File: src/hw/rtl/asps_pkg.sv
// shared types and constants of the approach setpoint step core
`timescale 1ns / 1ps
`default_nettype none
package asps_pkg;

  localparam int unsigned AXES     = 3;
  localparam int unsigned DATA_W   = 32;
  localparam int unsigned MAG_W    = DATA_W + 1;
  localparam int unsigned SQ_W     = 2 * MAG_W;
  localparam int unsigned SPEED_W  = 21;
  localparam int unsigned RADIUS_W = 31;
  localparam int unsigned NUM_W    = MAG_W + SPEED_W;
  localparam int unsigned LEN_W    = 34;
  localparam int unsigned Q_W      = SPEED_W;
  localparam int unsigned CFG_W    = RADIUS_W;

  typedef enum logic [0:0] {
    REG_SPEED  = 1'b0,
    REG_RADIUS = 1'b1
  } cfg_reg_e;

  typedef struct packed {
    logic [AXES-1:0][DATA_W-1:0] cur;
    logic [AXES-1:0]             neg;
    logic [AXES-1:0][NUM_W-1:0]  num;
    logic                        reached;
  } sq_side_t;

  typedef struct packed {
    logic [AXES-1:0][DATA_W-1:0] cur;
    logic [AXES-1:0]             neg;
    logic                        reached;
    logic                        zero;
  } div_side_t;

endpackage
`default_nettype wire

File: src/hw/rtl/asps_sqrt.sv
// pipelined integer square root, two radicand bits per stage
`timescale 1ns / 1ps
`default_nettype none
module asps_sqrt import asps_pkg::*; #(
  parameter int unsigned SIDE_W = 8
) (
  input  wire logic              clk_i,
  input  wire logic              rst_ni,
  input  wire logic              en_i,
  input  wire logic              vld_i,
  input  wire logic [SQ_W-1:0]   rad_i,
  input  wire logic [SIDE_W-1:0] side_i,
  output logic                   vld_o,
  output logic [LEN_W-1:0]       root_o,
  output logic [SIDE_W-1:0]      side_o
);

  localparam int unsigned STAGES = LEN_W;
  localparam int unsigned RAD_W  = 2 * LEN_W;
  localparam int unsigned REM_W  = LEN_W + 3;

  logic [RAD_W-1:0]  rad_q  [STAGES];
  logic [REM_W-1:0]  rem_q  [STAGES];
  logic [LEN_W-1:0]  root_q [STAGES];
  logic [SIDE_W-1:0] side_q [STAGES];
  logic              vld_q  [STAGES];

  for (genvar k = 0; k < STAGES; k++) begin : g_stage
    logic [RAD_W-1:0]  p_rad;
    logic [REM_W-1:0]  p_rem;
    logic [LEN_W-1:0]  p_root;
    logic [SIDE_W-1:0] p_side;
    logic              p_vld;
    logic [REM_W-1:0]  rem_sh, trial, rem_d;
    logic [LEN_W-1:0]  root_d;

    if (k == 0) begin : g_first
      assign p_rad  = {{(RAD_W-SQ_W){1'b0}}, rad_i};
      assign p_rem  = '0;
      assign p_root = '0;
      assign p_side = side_i;
      assign p_vld  = vld_i;
    end else begin : g_next
      assign p_rad  = rad_q[k-1];
      assign p_rem  = rem_q[k-1];
      assign p_root = root_q[k-1];
      assign p_side = side_q[k-1];
      assign p_vld  = vld_q[k-1];
    end

    always_comb begin
      rem_sh = {p_rem[REM_W-3:0], p_rad[RAD_W-1 -: 2]};
      trial  = {{(REM_W-LEN_W-2){1'b0}}, p_root, 2'b01};
      if (rem_sh >= trial) begin
        rem_d  = rem_sh - trial;
        root_d = {p_root[LEN_W-2:0], 1'b1};
      end else begin
        rem_d  = rem_sh;
        root_d = {p_root[LEN_W-2:0], 1'b0};
      end
    end

    always_ff @(posedge clk_i or negedge rst_ni) begin
      if (!rst_ni) begin
        vld_q[k] <= 1'b0;
      end else if (en_i) begin
        vld_q[k] <= p_vld;
      end
    end

    always_ff @(posedge clk_i) begin
      if (en_i) begin
        rad_q[k]  <= p_rad << 2;
        rem_q[k]  <= rem_d;
        root_q[k] <= root_d;
        side_q[k] <= p_side;
      end
    end
  end

  assign vld_o  = vld_q[STAGES-1];
  assign root_o = root_q[STAGES-1];
  assign side_o = side_q[STAGES-1];

  // final remainder never exceeds twice the root
  a_rem_bound: assert property (@(posedge clk_i) disable iff (!rst_ni)
    vld_o |-> rem_q[STAGES-1] <= {{(REM_W-LEN_W-1){1'b0}}, root_o, 1'b0})
    else $error("sqrt remainder out of range");

endmodule
`default_nettype wire

File: config.mk
export PLATFORM = sky130hd
export DESIGN_NAME = asps_sqrt
export DESIGN_NICKNAME = d
export VERILOG_FILES = /design/src/hw/rtl/asps_pkg.sv /design/src/hw/rtl/asps_sqrt.sv
export SDC_FILE = /design/constraint.sdc
export NUM_CORES = 2
export LEC_CHECK = 0
export ABC_CLOCK_PERIOD_IN_PS = 4450
export BUFFER_PORTS_ARGS = -buffer_cell sky130_fd_sc_hd__buf_2
export CORE_MARGIN = 2
export CORE_UTILIZATION = 50
export DETAILED_ROUTE_END_ITERATION = 6
export PLACE_DENSITY_LB_ADDON = 0.15
export SLEW_MARGIN = 20
export SYNTH_ARGS = -nofsm -noshare
export SYNTH_HDL_FRONTEND = slang
export SYNTH_MEMORY_MAX_BITS = 65536
export SYNTH_SLANG_ARGS = --single-unit
File: constraint.sdc
create_clock -name clk_i -period 4.45 [get_ports clk_i]
set_input_delay 0.89 -clock clk_i [delete_from_list [all_inputs] [get_ports clk_i]]
set_output_delay 0.89 -clock clk_i [all_outputs]
set_load 0.05 [all_outputs]
==> reports/summary.txt <==
Clock Skews = 0.0383 ns
Slew @ Worst Pin = 0.956 ns
# IOs = 121
Mapped Area = 0.136 mm²
Clk sink count = 3,056
Synthesis-to-finish area growth = 12.4%
Slew headroom = 35.7%
Hold Crit Class = input port to asynchronous set/reset pin
Setup crit start kind = flop
Layout cell share with drive strength beyond 1 = 8.64%
Cts bufs inserted = 330
Cell taking the most area after synthesis = edfxtp_1
Power per standard cell area = 522 mW/mm²
H-tree levels = 5
# DRC = 11
Status = complete, but fails checks
Post-Route WL = 274 mm
Cell count after synthesis = 10.1k
Sequential area share after synthesis = 67.4%
Clk Latency, worst-skew pair = 0.90 ns
Final hold vios = 0
Overflow after GRT = 0
Clock root cell = clkbuf_16
P_leak = 58.1 nW
Total track usage = 19.7%
RSZ-0062 raised after global routing = false
Fin crit share = 96.5%
FP Rows = 191
Minimum clock period = 4.29 ns
FFs w/ async S/R, synth = 1.11%
Crit end category = flop
DR vias/cell = 5.46
First-pass GRT wire length = 432 mm
Final ANT Viol Nets = 0
#FFs+latches synth = 3,056
Filler cells = 21.8k
GPL Wtd Cong = 0.896
Failing checks = DRC
Yosys warnings = 0
Clock transition at the registers of the reported paths = 0.06 ns
Worst EP required = 5.07 ns
Final Total Pwr = 79.8 mW
Reg2Reg Depth = 12
Setup violations, final = 0
Initial antenna violation count = 4
EDFF count, synth = 3,022
Met2 usage = 33.9%
Setup TNS = 0 ns
Initial DRC Count = 5,802
Post-CTS Hold Buffers = 0
Detailed Place HPWL = 198 mm
IO Port Bufs = 119
Routing usage on met3 = 2.27%
Crit path kind = flop to flop
Max_cap viols = 0
Die height = 525 µm
Post-synth top area share = 66.8%
Initial core utilization = 50.2%
M1 GR Usage = 25.6%
TritonCTS clock tree = yes
Cts repair resizes = 0
Most common cell after layout, fill and taps aside = edfxtp_1
WL/cell = 19.1 µm
Nets = 11.2k
Data arrival time of the worst path = 4.91 ns
Synth area leaders = edfxtp_1 (67%), ha_1 (5.5%), xor2_1 (3.1%)
R2r setup slk = 0.16 ns
Vias in the first global route = 77.9k
Die ar. = 0.276 mm²
Largest net degree at the start of global routing = 131
Fmax = 233 MHz
Worst-path fanout max = 23
First-pass DRT Iterations = 7
Yosys cell types = 86
Post-Syn Area per Cell = 13.5 µm²
CORE AREA = 0.271 mm²
Pins over their slew limit = 0
CTS Buffer Depth = 4
Via count = 78.2k
Ys flop type = edfxtp_1
Max VDD drop = 0.377 mV
Die X-Extent = 525 µm
Gr busiest metal = met2
Most frequent cells in the layout = edfxtp_1 (3,022), nand2_1 (782), inv_1 (755)
Postcts setup bufs = 0
==> cell type report <==
type	instances	area, µm²	area share (%)
sequential	3056	91600	60.0
multi-input combinational	6069	40800	26.7
clock buffer	398	8580	5.62
tap	3570	4470	2.92
inverter	758	2850	1.86
clock inverter	205	2270	1.49
timing repair buffer	279	2150	1.41
antenna	1	2.50	0.00164
==> path summary, 6_finish.rpt <==
check,startpoint,endpoint
max,rem_q[26][1],rem_q[27][14]
min,rst_ni,g_stage[31].p_vld
max reg2reg,rem_q[26][1],rem_q[27][14]
min reg2reg,rad_q[6][60],rad_q[7][62]
max in group asynchronous,rst_ni,g_stage[9].p_vld
min in group clk_i,rad_i[45],rad_q[0][45]
==> critical path, stage by stage (launching register included) <==
cell	delay [ns]
edfxtp_1	0.41
ha_1	0.43
o211ai_1	0.13
nand2_1	0.14
a2111oi_0	0.14
buf_4	0.16
o41ai_1	0.69
a41oi_1	0.27
a211oi_1	0.47
a21oi_1	0.30
inv_1	0.20
buf_4	0.29
mux2_2	0.39
==> registers in the layout, summed over array words and instances, names as in the netlist <==
| signal | flops |
|---|---|
| rad_q | 1122 |
| rem_q | 1067 |
| g_stage.p_vld | 33 |
| root_q | 561 |
| vld_o | 1 |
| side_q | 272 |
==> cells by family after synthesis <==
group / Yosys count / synth area share, %
mux: 93 / 0.765
xor+xnor: 892 / 5.75
other cells: 1 / 0.00276
buf+inv: 941 / 2.61
simple gates: 2542 / 9.11
fa+ha+maj: 596 / 5.49
flops: 3056 / 67.4
compound gates: 1944 / 8.85
==> cell usage after synthesis (all sizes together), types with 28 or more instances <==
master and instances:
mux2 87, nand2 782, inv 758, nand3 142, a211oi 48, o31ai 80, a31oi 49, nor4 115
nor3 258, a21oi 527, a21boi 28, o21a 104, clkbuf 166, nand4 93, ha 596, or2 59
or3 121, nor2b 90, xnor2 409, a21o 263, edfxtp 3022, and3 55, and2 37, xor2 483
o21bai 56, nand2b 99, or4 62, nor2 543, o21ai 576, dfrtp 34, o211ai 30
==> stage by stage <==
stage                     instance area [µm²]  hold slack [ns]  util, %  setup WS (ns)  std cells
after floorplan                        136000            0.400        -          0.691      10100
after global placement                 142000            0.400     52.4          0.417      13700
after detailed placement               142000            0.405     52.4          0.250      13700
after CTS                              153000          0.00465     56.5          0.224      14300
after global routing                   153000           0.0716     56.5        0.00603      14300
final                                  153000           0.0574     56.5          0.156      14300
==> power breakdown <==
group / leakage (nW) / total [mW] / internal [mW] / switching, mW
clock: 5.27 / 27.2 / 16.0 / 11.2
sequential: 29.5 / 38.4 / 36.0 / 2.39
combinational: 23.3 / 14.2 / 5.89 / 8.31
total: 58.1 / 79.8 / 57.9 / 21.8
==> per-layer routing <==
layer	vias up	routed length, µm
met2	1600	136000
met4	0	9950
met3	567	10200
met1	37900	118000
met5	-	0
li1	38200	-
No activity file was read; power rests on OpenSTA's default activity.
